File: src/hw/rtl/sic_pkg.sv
// ----------------------------------------------------------------------------
// sic_pkg
// Shared types, codes and width helpers for the segment intersection core.
// ----------------------------------------------------------------------------
package sic_pkg;

  // result class of one segment pair
  typedef enum logic [2:0] {
    HIT_BOTH     = 3'd0,
    HIT_A        = 3'd1,
    HIT_B        = 3'd2,
    HIT_LINES    = 3'd3,
    HIT_PARALLEL = 3'd4
  } hit_kind_e;

  // control that rides along with each word through the divider
  typedef struct packed {
    hit_kind_e kind;
    logic      neg_x;
    logic      neg_y;
  } sic_flags_t;

  localparam int POINT_WIDTH = 24;
  localparam int KIND_WIDTH  = 3;
  localparam int THR_WIDTH   = 16;
  localparam int CLAMP_WIDTH = 42;
  localparam longint QUOT_CLAMP = 64'sd1099511627776;
  localparam longint POINT_MAX  = 64'sd8388607;
  localparam longint POINT_MIN  = -64'sd8388608;

  // cross product width, capped at 64 bits
  function automatic int sic_mw(int w);
    return (2 * w + 3 > 64) ? 64 : 2 * w + 3;
  endfunction

  // numerator times delta width, capped at 64 bits
  function automatic int sic_pw(int w);
    return (sic_mw(w) + w + 1 > 64) ? 64 : sic_mw(w) + w + 1;
  endfunction

endpackage

File: src/hw/rtl/sic_back.sv
// ----------------------------------------------------------------------------
// sic_back
// Quotient sign, clamp, base offset and Q23.0 saturation into the output word
// (two stages).
// ----------------------------------------------------------------------------
module sic_back import sic_pkg::*; #(
  parameter int W  = 16,
  parameter int PW = 52
) (
  input  logic                          clk_i,
  input  logic                          rst_ni,
  input  logic                          en_i,
  input  logic                          valid_i,
  input  sic_flags_t                    flags_i,
  input  logic [2*W-1:0]                base_i,
  input  logic [PW-1:0]                 quot_x_i,
  input  logic [PW-1:0]                 quot_y_i,
  output logic                          valid_o,
  output hit_kind_e                     kind_o,
  output logic signed [POINT_WIDTH-1:0] x_o,
  output logic signed [POINT_WIDTH-1:0] y_o,
  output logic                          sat_o
);

  localparam int QW = (PW + 1 > 64) ? 64 : PW + 1;
  localparam int EW = (QW > CLAMP_WIDTH) ? QW : CLAMP_WIDTH;
  localparam int RW = EW + 1;
  localparam logic signed [EW-1:0] CLAMP_HI = EW'(QUOT_CLAMP);
  localparam logic signed [EW-1:0] CLAMP_LO = -CLAMP_HI;
  localparam logic signed [RW-1:0] SAT_HI   = RW'(POINT_MAX);
  localparam logic signed [RW-1:0] SAT_LO   = RW'(POINT_MIN);

  logic signed [PW:0]              sx, sy;
  logic signed [EW-1:0]            ex, ey, cx, cy;
  logic                            v_q;
  sic_flags_t                      fl_q;
  logic [2*W-1:0]                  base_q;
  logic signed [EW-1:0]            cx_q, cy_q;
  logic signed [RW-1:0]            rx, ry;
  logic signed [POINT_WIDTH-1:0]   ox, oy;
  logic                            satx, saty, par;

  // stage 1: signed quotient, wrapped to the working width, then clamped
  always_comb begin
    sx  = flags_i.neg_x ? -$signed({1'b0, quot_x_i}) : $signed({1'b0, quot_x_i});
    sy  = flags_i.neg_y ? -$signed({1'b0, quot_y_i}) : $signed({1'b0, quot_y_i});
    ex  = EW'($signed(sx[QW-1:0]));
    ey  = EW'($signed(sy[QW-1:0]));
    cx  = (ex > CLAMP_HI) ? CLAMP_HI : ((ex < CLAMP_LO) ? CLAMP_LO : ex);
    cy  = (ey > CLAMP_HI) ? CLAMP_HI : ((ey < CLAMP_LO) ? CLAMP_LO : ey);
  end

  always_ff @(posedge clk_i or negedge rst_ni) begin
    if (!rst_ni) begin
      v_q <= 1'b0;
    end else if (en_i) begin
      v_q <= valid_i;
    end
  end

  always_ff @(posedge clk_i) begin
    if (en_i) begin
      fl_q   <= flags_i;
      base_q <= base_i;
      cx_q   <= cx;
      cy_q   <= cy;
    end
  end

  // stage 2: base offset and Q23.0 saturation
  always_comb begin
    rx  = RW'(cx_q) + RW'($signed(base_q[W-1:0]));
    ry  = RW'(cy_q) + RW'($signed(base_q[2*W-1:W]));
    satx = (rx > SAT_HI) || (rx < SAT_LO);
    saty = (ry > SAT_HI) || (ry < SAT_LO);
    ox  = (rx > SAT_HI) ? POINT_WIDTH'(SAT_HI) :
          ((rx < SAT_LO) ? POINT_WIDTH'(SAT_LO) : rx[POINT_WIDTH-1:0]);
    oy  = (ry > SAT_HI) ? POINT_WIDTH'(SAT_HI) :
          ((ry < SAT_LO) ? POINT_WIDTH'(SAT_LO) : ry[POINT_WIDTH-1:0]);
    par = fl_q.kind == HIT_PARALLEL;
  end

  // output register
  always_ff @(posedge clk_i or negedge rst_ni) begin
    if (!rst_ni) begin
      valid_o <= 1'b0;
    end else if (en_i) begin
      valid_o <= v_q;
    end
  end

  always_ff @(posedge clk_i) begin
    if (en_i) begin
      kind_o <= fl_q.kind;
      x_o    <= par ? '0 : ox;
      y_o    <= par ? '0 : oy;
      sat_o  <= !par && (satx || saty);
    end
  end

endmodule

File: config.mk
export PLATFORM = sky130hd
export DESIGN_NAME = sic_back
export DESIGN_NICKNAME = d
export VERILOG_FILES = /design/src/hw/rtl/sic_pkg.sv /design/src/hw/rtl/sic_back.sv
export SDC_FILE = /design/constraint.sdc
export NUM_CORES = 1
export LEC_CHECK = 0
export ABC_AREA = 1
export BUFFER_PORTS_ARGS = -buffer_cell sky130_fd_sc_hd__buf_2
export CAP_MARGIN = 20
export CORE_MARGIN = 5
export CORE_UTILIZATION = 25
export CTS_BUF_LIST = sky130_fd_sc_hd__clkbuf_8 sky130_fd_sc_hd__clkbuf_16
export CTS_CLUSTER_SIZE = 40
export DETAILED_ROUTE_END_ITERATION = 8
export MAX_ROUTING_LAYER = met4
export PLACE_DENSITY_LB_ADDON = 0.08
export SETUP_SLACK_MARGIN = 0.2
export SYNTH_ARGS = -nofsm -noshare
export SYNTH_HDL_FRONTEND = slang
export SYNTH_SLANG_ARGS = --single-unit
File: constraint.sdc
create_clock -name clk_i -period 9.6 [get_ports clk_i]
set_clock_uncertainty 0.2 [all_clocks]
set_input_delay 1.92 -clock clk_i [delete_from_list [all_inputs] [get_ports clk_i]]
set_output_delay 1.92 -clock clk_i [all_outputs]
set_load 0.01 [all_outputs]
==> results.md, run 1 <==
- Antenna violations before repair: 7
- Num CTS Buffers: 17
- HP Class: register to register
- Fmax: 0.177 GHz
- DP HPWL: 67,300 um
- Post-synth top area share: 0.279
- Cells after synthesis: 3,276
- Worst slew margin: 0.394
- Residual DRC count: 0
- Outcome: completed
- Synth Area in Simple Gates: 0.415
- Placed cells: 4,520
- Chip height: 298 um
- Final GP Congestion: 0.864
- Finished Core Util: 0.287
- Buffers on Ports: 197
- Synth Area in Compound Gates: 0.0732
- Hold WS: 0.294 ns
- Adder-Cell Fraction of Synth Area: 0.0681
- Top-count cell post-synth: nand2_1
- Crit path DAT: 5.67 ns
- DR WL/cell: 16.9 um
- DRT iter0 DRCs: 1,036
- H-tree depth: 4
- Crit path max fanout: 45
- Routed wire length: 77,100 um
- Largest net degree at the start of global routing: 74
- Fin. Hold Viols: 0
- Startpoint types: input port
- Worst VDD drop: 128 uV
- CTS tree: yes
- Worst-Margin Slew: 0.908 ns
- Clock buffer depth: 2
- Clock Pin Slew Worst Setup and Hold Paths: 0.08 ns
- Placed instance area: 0.0230 mm^2
- Synth Net Count: 3,533
- Layout Nets: 3,726
- Ys async rst share: 0.0103
- Syn Area/Cell: 6.35 um^2
- DRT Pass-1 Iters: 5
- Skew-Pair Late Insertion Delay: 0.50 ns
- Design area: 0.0236 mm^2
- Post-synthesis mux area share: 0
- Flops & latches, synth: 195
- Final setup viols: 0
- Core area: 0.0824 mm^2
- Largest family of logic cells by synthesized area: simple AND/OR/NAND/NOR gates
- Share of layout cells above drive strength 1: 0.0999
- Max-cap violations: 0
- IO Count: 198
- DRT antenna net count: 0
- Library cells used by synthesis: 50
- Total track usage: 0.176
- Power Density: 136 mW/mm^2
- Largest delay contributor family on the critical path: buffers and inverters
- Syn-to-layout area delta: 13.5%
- Sequential area share after synthesis: 0.281
- Non-Filler Instances: 4,558
- Setup Crit Path Kind: input port to register
- Final Cycle Share: 0.588
- Initial Util: 0.253
- Crit. End Element: register
- # clock sinks: 195
- Max stage delay cell, worst path: buf_4
- Critical path, cell by cell: buf_2 -> buf_4 -> inv_1 -> o21ai_0 -> xor2_1 -> inv_1 -> nor4_1 -> nand3_1 -> ha_1 -> inv_1 -> nand2_4 -> buf_4 -> nor2_4
- Critical Path RT: 9.63 ns
- WP buf/inv: 6
- Post-CTS Setup Bufs: 0
- Max-slew violations: 0
- Vias in the first global route: 20,000
- Hold bufs inserted after CTS: 0
- Worst path max stage delay: 0.67 ns
- Xor/xnor share of the synthesized area: 0.0502
- YS warnings: 0
- GR Overflow Total: 0
- Post-synth top flop: edfxtp_1
- Root buffer cell: clkbuf_16
- RSZ-0062 raised after global routing: no
- Via count: 20,100
- Placement Rows: 105
- Total die area: 0.0891 mm^2
- Top cells by area, synth: edfxtp_1, nand2_1, inv_1
- First-pass GRT wire length: 118,000 um
- Min cycle time layout: 5.64 ns
- Die Wd: 298 um
- P_leak: 11.6 nW
- EDFF count, synth: 193
- Post_cts resized: 0
- DR vias/cell: 4.40
- Critical Path Most Common Cell: inv_1
- Cell taking the most area after synthesis: edfxtp_1
- Post-synth top cells: nand2_1, inv_1, nor2_1
- Mapped Area: 0.0208 mm^2
- Setup TNS: 0 ns
-- worst register-to-register path, delay by kind of cell, from the launching register on --
| family | cells | cell delay [ns] |
|---|---|---|
| and+or+nand+nor | 10 | 1.78 |
| buffers and inverters | 2 | 0.46 |
| AOI/OAI and AO/OA | 4 | 1.24 |
| adders and majority gates | 1 | 0.39 |
| DFF | 1 | 0.34 |
-- state kept, by name, summed over array words and instances (netlist names) --
signal,count
kind_o,3
cx_q,53
valid_o,1
base_q,32
x_o,24
sat_o,1
y_o,24
fl_q,3
cy_q,53
v_q,1
-- worst paths after layout --
path | cells past startpoint | end | startpoint | slack (ns)
worst max-delay path | 13 | cx_q[6] | flags_i[1] | 3.96
worst min-delay path | 0 | kind_o[1] | fl_q[3] | 0.29
worst max register to register | 17 | x_o[9] | base_q[15] | 5.01
worst min register to register | 0 | kind_o[1] | fl_q[3] | 0.29
max in group asynchronous | 1 | v_q | rst_ni | 8.09
min in group asynchronous | 1 | valid_o | rst_ni | 1.01
-- layout make-up --
cell class                 instances  area, um^2
antenna                            6        15.0
clock buffer                      17         425
clock inverter                    15         190
fill                            9330       58800
inverter                         568        2130
multi-input combinational       2482       12600
sequential                       195        5850
tap                             1070        1340
timing repair buffer             205        1050
-- power by group --
| part | leakage [nW] | total [mW] | internal [mW] | switching [mW] |
|---|---|---|---|---|
| Clock | 0.303 | 0.778 | 0.396 | 0.382 |
| Sequential | 1.90 | 1.10 | 1.05 | 0.0492 |
| Combinational | 9.41 | 1.33 | 0.419 | 0.915 |
| Total | 11.6 | 3.22 | 1.87 | 1.35 |
-- per-stage QoR --
stage	total power [mW]	setup WS, ns
after floorplan	1.99	4.68
after global placement	2.48	3.41
after detailed placement	2.47	3.42
after CTS	3.27	3.98
after global routing	3.46	3.55
final	3.22	3.96
-- cell families (layout without fill, tap and decap cells) --
kind of cell / count (synthesis) / after routing
flip-flops: 195 / 195
adder cells (fa/ha/maj): 112 / 112
other: 0 / 6
XOR/XNOR: 115 / 115
AND/OR/NAND/NOR: 1988 / 1988
buffers and inverters: 599 / 805
AO/OA/AOI/OAI: 267 / 267
-- placed cells by master, fill, tap and decap left out, drive strengths merged, types with 4 or more instances in the layout --
cell,count
nand3b,25
diode,6
ha,110
nand2,1089
clkinv,7
edfxtp,193
nand4,82
buf,204
xnor2,36
nor2,517
o21ai,106
xor2,79
a21oi,116
a22oi,9
a21o,7
nor3,37
nand3,211
clkbuf,18
inv,574
o21bai,15
and2,7
a21boi,4
nor4,14
-- metal layers --
layer | track usage | up-vias | share of wire
met1 | 0.246 | 8976 | 0.52
met3 | 0.0192 | 47 | 0.028
met4 | 0.0408 | 0 | 0.015
li1 | - | 10800 | -
met5 | - | - | 0
met2 | 0.274 | 282 | 0.44
No activity file was read; power rests on OpenSTA's default activity.
==> run 2, diff against run 1 <==
--- a/config.mk
+++ b/config.mk
@@ -5,7 +5,7 @@
 export SDC_FILE = /design/constraint.sdc
 export NUM_CORES = 1
 export LEC_CHECK = 0
-export ABC_AREA = 1
+export ABC_AREA = 0
 export BUFFER_PORTS_ARGS = -buffer_cell sky130_fd_sc_hd__buf_2
 export CAP_MARGIN = 20
 export CORE_MARGIN = 5
==> constraint.sdc (replaced) <==
create_clock -name clk_i -period 5 [get_ports clk_i]
set_clock_uncertainty 0.2 [all_clocks]
set_input_delay 1 -clock clk_i [delete_from_list [all_inputs] [get_ports clk_i]]
set_output_delay 1 -clock clk_i [all_outputs]
set_load 0.01 [all_outputs]
==> run 2 against run 1 <==
  * Worst hold slack got worse by 0.20 ns
  * Routed wire length decreased by 17%
  * Total power increased by 97%
  * Critical path type unchanged
==> results.md, run 2 <==
- Outcome: completed (unchanged)
- Share of layout cells above drive strength 1: 0.272 (was 0.0999)
- WP buf/inv: 3 (was 6)
- Core area: 0.0698 mm^2 (was 0.0824 mm^2)
- Skew-Pair Late Insertion Delay: 0.49 ns (was 0.50 ns)
- Hold bufs inserted after CTS: 0 (unchanged)
- Layout Nets: 2,722 (was 3,726)
- Min cycle time layout: 4.64 ns
- Met3 Wirelength: 2500 um (was 2150 um)
- Num CTS Buffers: 17 (unchanged)
- DRT iter0 DRCs: 963 (was 1,036)
- Placed cells: 3,366 (was 4,520)
- Syn Area/Cell: 8.47 um^2 (was 6.35 um^2)
- Critical path, cell by cell: buf_4 -> inv_12 -> ha_4 -> or4b_4 -> nor4_4 -> nand3_2 -> or4b_4 -> or4_4 -> a211oi_2 -> a21oi_1 -> a211o_1 -> o41ai_2 -> o21ai_1 -> nand2b_4 -> buf_12 -> nor2b_2 (was buf_2 -> buf_4 -> inv_1 -> o21ai_0 -> xor2_1 -> inv_1 -> nor4_1 -> nand3_1 -> ha_1 -> inv_1 -> nand2_4 -> buf_4 -> nor2_4)
- FILL cells: 7,384 (was 9,330)
- Startpoint types: input port (unchanged)
- Max-slew violations: 0 (unchanged)
- Worst VDD drop: 212 uV (was 128 uV)
- Wl on met1: 28,100 um (was 39,800 um)
- Worst-Margin Slew: 0.941 ns (was 0.908 ns)
- Fmax: 0.216 GHz
- DR vias/cell: 5.00 (was 4.40)
- Placement Rows: 97 (was 105)
- Finished Core Util: 0.328 (was 0.287)
- IO Count: 198 (unchanged)
- RSZ-0062 raised after global routing: yes (was no)
- Sequential area share after synthesis: 0.334 (was 0.281)
- Antenna violations before repair: 13 (was 7)
- Cell taking the most area after synthesis: edfxtp_1 (unchanged)
- Max stage delay cell, worst path: or4b_4 (was buf_4)
- Post-synth top area share: 0.331 (was 0.279)
- Worst path max stage delay: 0.54 ns (was 0.67 ns)
- DRT antenna net count: 0 (unchanged)
- Met2 routed WL: 32,000 um (was 34,000 um)
- Power Density: 277 mW/mm^2 (was 136 mW/mm^2)
- Flops & latches, synth: 195 (unchanged)
- Top-count cell post-synth: nor2_1 (was nand2_1)
- Clock Pin Slew Worst Setup and Hold Paths: 0.08 ns (about the same)
- DR top layer: met4 (unchanged)
- DP HPWL: 52,500 um (was 67,300 um)
- Residual DRC count: 0 (unchanged)
- Cells after synthesis: 2,066 (was 3,276)
- Final setup viols: 0 (unchanged)
- Max-cap violations: 0 (unchanged)
- Syn-to-layout area delta: 30.8% (was 13.5%)
- Total die area: 0.0754 mm^2 (was 0.0891 mm^2)
- DRT Pass-1 Iters: 5 (unchanged)
- Non-Filler Instances: 3,427 (was 4,558)
- YS warnings: 0 (unchanged)
- Clock buffer depth: 2 (unchanged)
- # clock sinks: 195 (unchanged)
- Post-synth top cells: nor2_1, nand2_1, edfxtp_1 (was nand2_1, inv_1, nor2_1)
- Crit path max fanout: 20 (was 45)
- Crit path DAT: 4.78 ns (was 5.67 ns)
- Library cells used by synthesis: 86 (was 50)
- Top cells by area, synth: edfxtp_1, ha_1, xor2_1 (was edfxtp_1, nand2_1, inv_1)
- GR Overflow Total: 0 (unchanged)
- Crit. End Element: register (unchanged)
- Total track usage: 0.169 (was 0.176)
- Root buffer cell: clkbuf_16 (unchanged)
- Die Wd: 275 um (was 298 um)
- P_leak: 8.62 nW (was 11.6 nW)
- Commonest non-fill, non-tap cell in the layout: buf_4 (was nand2_1)
- Final GP Congestion: 0.870 (was 0.864)
- Routed wire length: 63,800 um (was 77,100 um)
- First-pass GRT wire length: 97,000 um (was 118,000 um)
- Synth Net Count: 2,323 (was 3,533)
- Critical Path RT: 5.14 ns (was 9.63 ns)
- Vias in the first global route: 17,100 (was 20,000)
- DR WL/cell: 18.6 um (was 16.9 um)
- EDFF count, synth: 193 (unchanged)
- CTS tree: yes (unchanged)
- Chip height: 275 um (was 298 um)
- H-tree depth: 4 (unchanged)
- Ys async rst share: 0.0103 (unchanged)
- Worst slew margin: 0.371 (was 0.394)
- Most frequent cells in the layout: buf_4, nor2_1, nand2_1 (was nand2_1, inv_1, nor2_1)
- Fin. Hold Viols: 0 (unchanged)
- Setup Crit Path Kind: input port to register (unchanged)
- Biggest regs: cx_q (53), cy_q (53), base_q (32) (unchanged)
- Post-synth top flop: edfxtp_1 (unchanged)
- Mapped Area: 0.0175 mm^2 (was 0.0208 mm^2)
- HP Class: input port to async pin (was register to register)
- Initial Util: 0.251 (was 0.253)
- Via count: 17,100 (was 20,100)
- Largest net degree at the start of global routing: 92 (was 74)
- Largest delay contributor family on the critical path: simple AND/OR/NAND/NOR gates (was buffers and inverters)
- Critical Path Most Common Cell: or4b_4 (was inv_1)
- Buffers on Ports: 197 (unchanged)
- Final Cycle Share: 0.928
## run 2: repair_timing
| action | CTS | global route |
|---|---|---|
| setup buffers | 6 | 6 |
| gates cloned | 2 | 6 |
| pin swaps | 2 | 24 |
| setup endpoints to repair | 45 | 105 |
| gates resized for setup | 28 | 116 |
## run 2: path summary, 6_finish.rpt
check | slack (ns) | from | end | cells past startpoint
max in group asynchronous | 4.41 | rst_ni | v_q | 1
setup reg to reg | 0.37 | cy_q[0] | y_o[15] | 16
hold reg to reg | 0.26 | fl_q[3] | kind_o[1] | 0
min in group clk_i | 0.26 | fl_q[3] | kind_o[1] | 0
hold / removal | 0.09 | rst_ni | valid_o | 1
setup / recovery | 0.36 | quot_y_i[1] | cy_q[13] | 16
## run 2: cells by family after synthesis
family                   share of synthesized area
multiplexers                               0.00679
adder cells (fa/ha/maj)                     0.0809
buffers and inverters                       0.0288
AO/OA/AOI/OAI                                0.227
flip-flops                                   0.334
AND/OR/NAND/NOR                              0.225
XOR/XNOR                                    0.0981
## run 2: worst reg2reg max path: stages (launching register included)
cell       delay [ns]
edfxtp_1         0.45
ha_2             0.24
fa_2             0.35
a21o_1           0.21
a31o_2           0.27
nand4_1          0.21
a2111oi_2        0.12
buf_4            0.17
or2_4            0.24
xor2_1           0.17
a311o_1          0.29
or4_4            0.43
nor4_4           0.38
a31oi_4          0.16
and2_4           0.20
buf_12           0.15
o21bai_1         0.16
## run 2: metal layers
layer | vias up | track usage
li1 | 8631 | -
met1 | 8083 | 0.208
met2 | 350 | 0.287
met3 | 68 | 0.0253
met4 | 0 | 0.0506
met5 | - | -
## run 2: through the flow
step	TNS (ns)	instance area (um^2)	setup slack [ns]	power, mW	hold WS [ns]
after floorplan	0	17700	0.162	3.66	0.227
after global placement	-22.40	21500	-0.334	4.73	0.233
after detailed placement	-18.89	21500	-0.307	4.72	0.237
after CTS	0	22300	0.206	6.33	0.0393
after global routing	0	22900	0.174	6.77	0.0584
final	0	22900	0.361	6.35	0.0932
## run 2: final cells by class
class / instances / area [um^2] / share of cell area
clock buffer: 17 / 425 / 0.0186
tap: 940 / 1180 / 0.0514
timing repair buffer: 468 / 3210 / 0.140
multi-input combinational: 1751 / 11900 / 0.518
antenna: 9 / 22.5 / 0.000983
clock inverter: 15 / 220 / 0.00962
inverter: 32 / 141 / 0.00617
sequential: 195 / 5850 / 0.255
## run 2: report_power, final
part	switching, mW	internal, mW	leakage (nW)
Sequential	0.0673	2.01	1.87
Combinational	1.63	1.15	6.44
Clock	0.784	0.709	0.310
Total	2.48	3.87	8.62
==> run 3, diff against run 2 <==
--- a/config.mk
+++ b/config.mk
@@ -13,7 +13,6 @@
 export CTS_BUF_LIST = sky130_fd_sc_hd__clkbuf_8 sky130_fd_sc_hd__clkbuf_16
 export CTS_CLUSTER_SIZE = 40
 export DETAILED_ROUTE_END_ITERATION = 8
-export MAX_ROUTING_LAYER = met4
 export PLACE_DENSITY_LB_ADDON = 0.08
 export SETUP_SLACK_MARGIN = 0.2
 export SYNTH_ARGS = -nofsm -noshare
==> run 3 against run 2 <==
  * Largest cell class unchanged
  * Global-route usage is 0.23 points lower
  * Sequential cell count did not move
  * Die area stayed put
  * Worst hold slack got worse by 0.021 ns
  * Sequential share of layout area down 0.057 points
  * Critical path depth did not move
  * Clock-buffer cell count unchanged
  * Sequential power is essentially flat
  * Non-clock buffer count is 2 lower
  * Cell area rose by 0.22%
  * Cell count down 0.12%
==> results.md, run 3 (synthesis results as in run 2) <==
- Fin. Hold Viols: 0 (unchanged)
- CTS tree: yes (unchanged)
- Hold WS: 0.0723 ns (was 0.0932 ns)
- Total track usage: 0.166 (was 0.169)
- H-tree depth: 4 (unchanged)
- Initial Util: 0.251 (unchanged)
- Final setup viols: 0 (unchanged)
- DR WL/cell: 18.6 um (about the same)
- Total Power: 6.38 mW (was 6.35 mW)
- DR vias/cell: 4.98 (was 5.00)
- Clock Pin Slew Worst Setup and Hold Paths: 0.09 ns (was 0.08 ns)
- First-pass GRT wire length: 98,700 um (was 97,000 um)
- Max-cap violations: 0 (unchanged)
- Clock buffer depth: 2 (unchanged)
- RSZ-0062 raised after global routing: yes (unchanged)
- Worst-Margin Slew: 0.825 ns (was 0.941 ns)
- Vias in the first global route: 17,200 (was 17,100)
- GR Overflow Total: 0 (unchanged)
- Setup Crit Path Kind: register to register (was input port to register)
- Crit. End Element: register (unchanged)
- DRT Pass-1 Iters: 5 (unchanged)
- P_leak: 8.62 nW (about the same)
- Critical Path RT: 5.02 ns (was 5.14 ns)
- Chip height: 275 um (unchanged)
- Outcome: completed (unchanged)
- DRT iter0 DRCs: 1,120 (was 963)
- Crit path max fanout: 24 (was 20)
- Die Wd: 275 um (unchanged)
- Crit path DAT: 4.78 ns (about the same)
- Syn-to-layout area delta: 31.1% (was 30.8%)
- Num CTS Buffers: 17 (unchanged)
- Min cycle time layout: 4.76 ns (was 4.64 ns)
- Routed wire length: 63,600 um (was 63,800 um)
- HP Class: input port to async pin (unchanged)
- Core area: 0.0698 mm^2 (unchanged)
- Antenna violations before repair: 13 (unchanged)
- DRT antenna net count: 0 (unchanged)
- Fmax: 0.210 GHz (was 0.216 GHz)
- Worst path max stage delay: 0.54 ns (about the same)
- Root buffer cell: clkbuf_16 (unchanged)
- Worst VDD drop: 221 uV (was 212 uV)
- Commonest non-fill, non-tap cell in the layout: buf_4 (unchanged)
- Max stage delay cell, worst path: or4_1 (was or4b_4)
- Startpoint types: register (was input port)
- Biggest regs: cx_q (53), cy_q (53), base_q (32) (unchanged)
- Residual DRC count: 0 (unchanged)
- DP HPWL: 52,700 um (was 52,500 um)
- IO Count: 198 (unchanged)
- Max-slew violations: 0 (unchanged)
- Critical path, cell by cell: buf_12 -> ha_2 -> nand2_1 -> buf_4 -> nor4_2 -> buf_4 -> nand4_1 -> o211ai_1 -> xnor2_1 -> nand4_1 -> or4_1 -> or4_4 -> o31ai_4 -> nand2b_4 -> buf_12 -> o21ai_0 (was buf_4 -> inv_12 -> ha_4 -> or4b_4 -> nor4_4 -> nand3_2 -> or4b_4 -> or4_4 -> a211oi_2 -> a21oi_1 -> a211o_1 -> o41ai_2 -> o21ai_1 -> nand2b_4 -> buf_12 -> nor2b_2)
- # clock sinks: 195 (unchanged)
- Final Cycle Share: 0.952 (was 0.928)
- Most frequent cells in the layout: buf_4, nor2_1, nand2_1 (unchanged)
- Via count: 17,000 (was 17,100)
- Final GP Congestion: 0.865 (was 0.870)
- Worst slew margin: 0.450 (was 0.371)
- Skew-Pair Late Insertion Delay: 0.50 ns (was 0.49 ns)
- Hold bufs inserted after CTS: 0 (unchanged)
- Layout Nets: 2,717 (was 2,722)
- Share of layout cells above drive strength 1: 0.275 (was 0.272)
- Total die area: 0.0754 mm^2 (unchanged)
- Largest net degree at the start of global routing: 94 (was 92)
- Power Density: 278 mW/mm^2 (was 277 mW/mm^2)
- Buffers on Ports: 197 (unchanged)
- Placement Rows: 97 (unchanged)
run 3: cell count changes in the layout (fill, tap and decap cells not counted), sizes merged:
cell    delta
nand2b     -3
clkbuf     -2
clkinv     +2
inv        -2
buf        -1
bufbuf     +1
diode      +1
run 3: path summary, 6_finish.rpt:
check,start,endpoint,slack [ns],cells past startpoint
setup / recovery,base_q[15],x_o[7],0.24,16
hold / removal,rst_ni,valid_o,0.07,1
min in group clk_i,fl_q[3],kind_o[1],0.25,0
setup reg to reg,base_q[15],x_o[7],0.24,16
hold reg to reg,fl_q[3],kind_o[1],0.25,0
max in group asynchronous,rst_ni,v_q,4.43,1
run 3: stage by stage:
step	util	cell area, um^2	setup slack [ns]	std cells	TNS, ns
2_1_floorplan	-	17700	0.162	2066	0
3_3_place_gp	0.308	21500	-0.306	3366	-16.44
3_5_place_dp	0.308	21500	-0.339	3366	-16.32
4_1_cts	0.321	22400	0.199	3403	0
5_1_grt	0.329	22900	0.0636	3414	0
6_report	0.329	23000	0.240	3423	0
run 3: per-layer routing:
layer,part of all wire,track usage
met5,0.00020,0
met3,0.041,0.0257
met1,0.44,0.213
met4,0.025,0.0503
met2,0.49,0.289
run 3: report_power, final:
group          total [mW]  switching (mW)  internal (mW)
Combinational        2.79            1.63           1.16
Sequential           2.08          0.0715           2.01
Clock                1.51           0.800          0.708
Total                6.38            2.51           3.88
run 3: timing repair:
item	4_1_cts	5_1_grt
cloned	1	0
setup buffers	4	10
endpoints found under the hold margin	0	0
pin swaps	7	23
resized for setup	49	102
setup endpoints to repair	45	136
run 3: final cells by class:
cell class / instances / area, um^2
Antenna cell: 10 / 25.0
Clock buffer: 17 / 425
Clock inverter: 15 / 228
Fill cell: 7425 / 46800
Inverter: 32 / 141
Multi-Input combinational cell: 1748 / 12000
Sequential cell: 195 / 5850
Tap cell: 940 / 1180
Timing Repair Buffer: 466 / 3160
run 3: worst max-delay path: cells and delay by family, from the launching register on:
kind / cells / cell delay, ns
AO/OA/AOI/OAI: 3 / 0.61
buffers and inverters: 4 / 0.68
AND/OR/NAND/NOR: 7 / 1.93
adder cells (fa/ha/maj): 1 / 0.42
XOR/XNOR: 1 / 0.18
flip-flops: 1 / 0.43
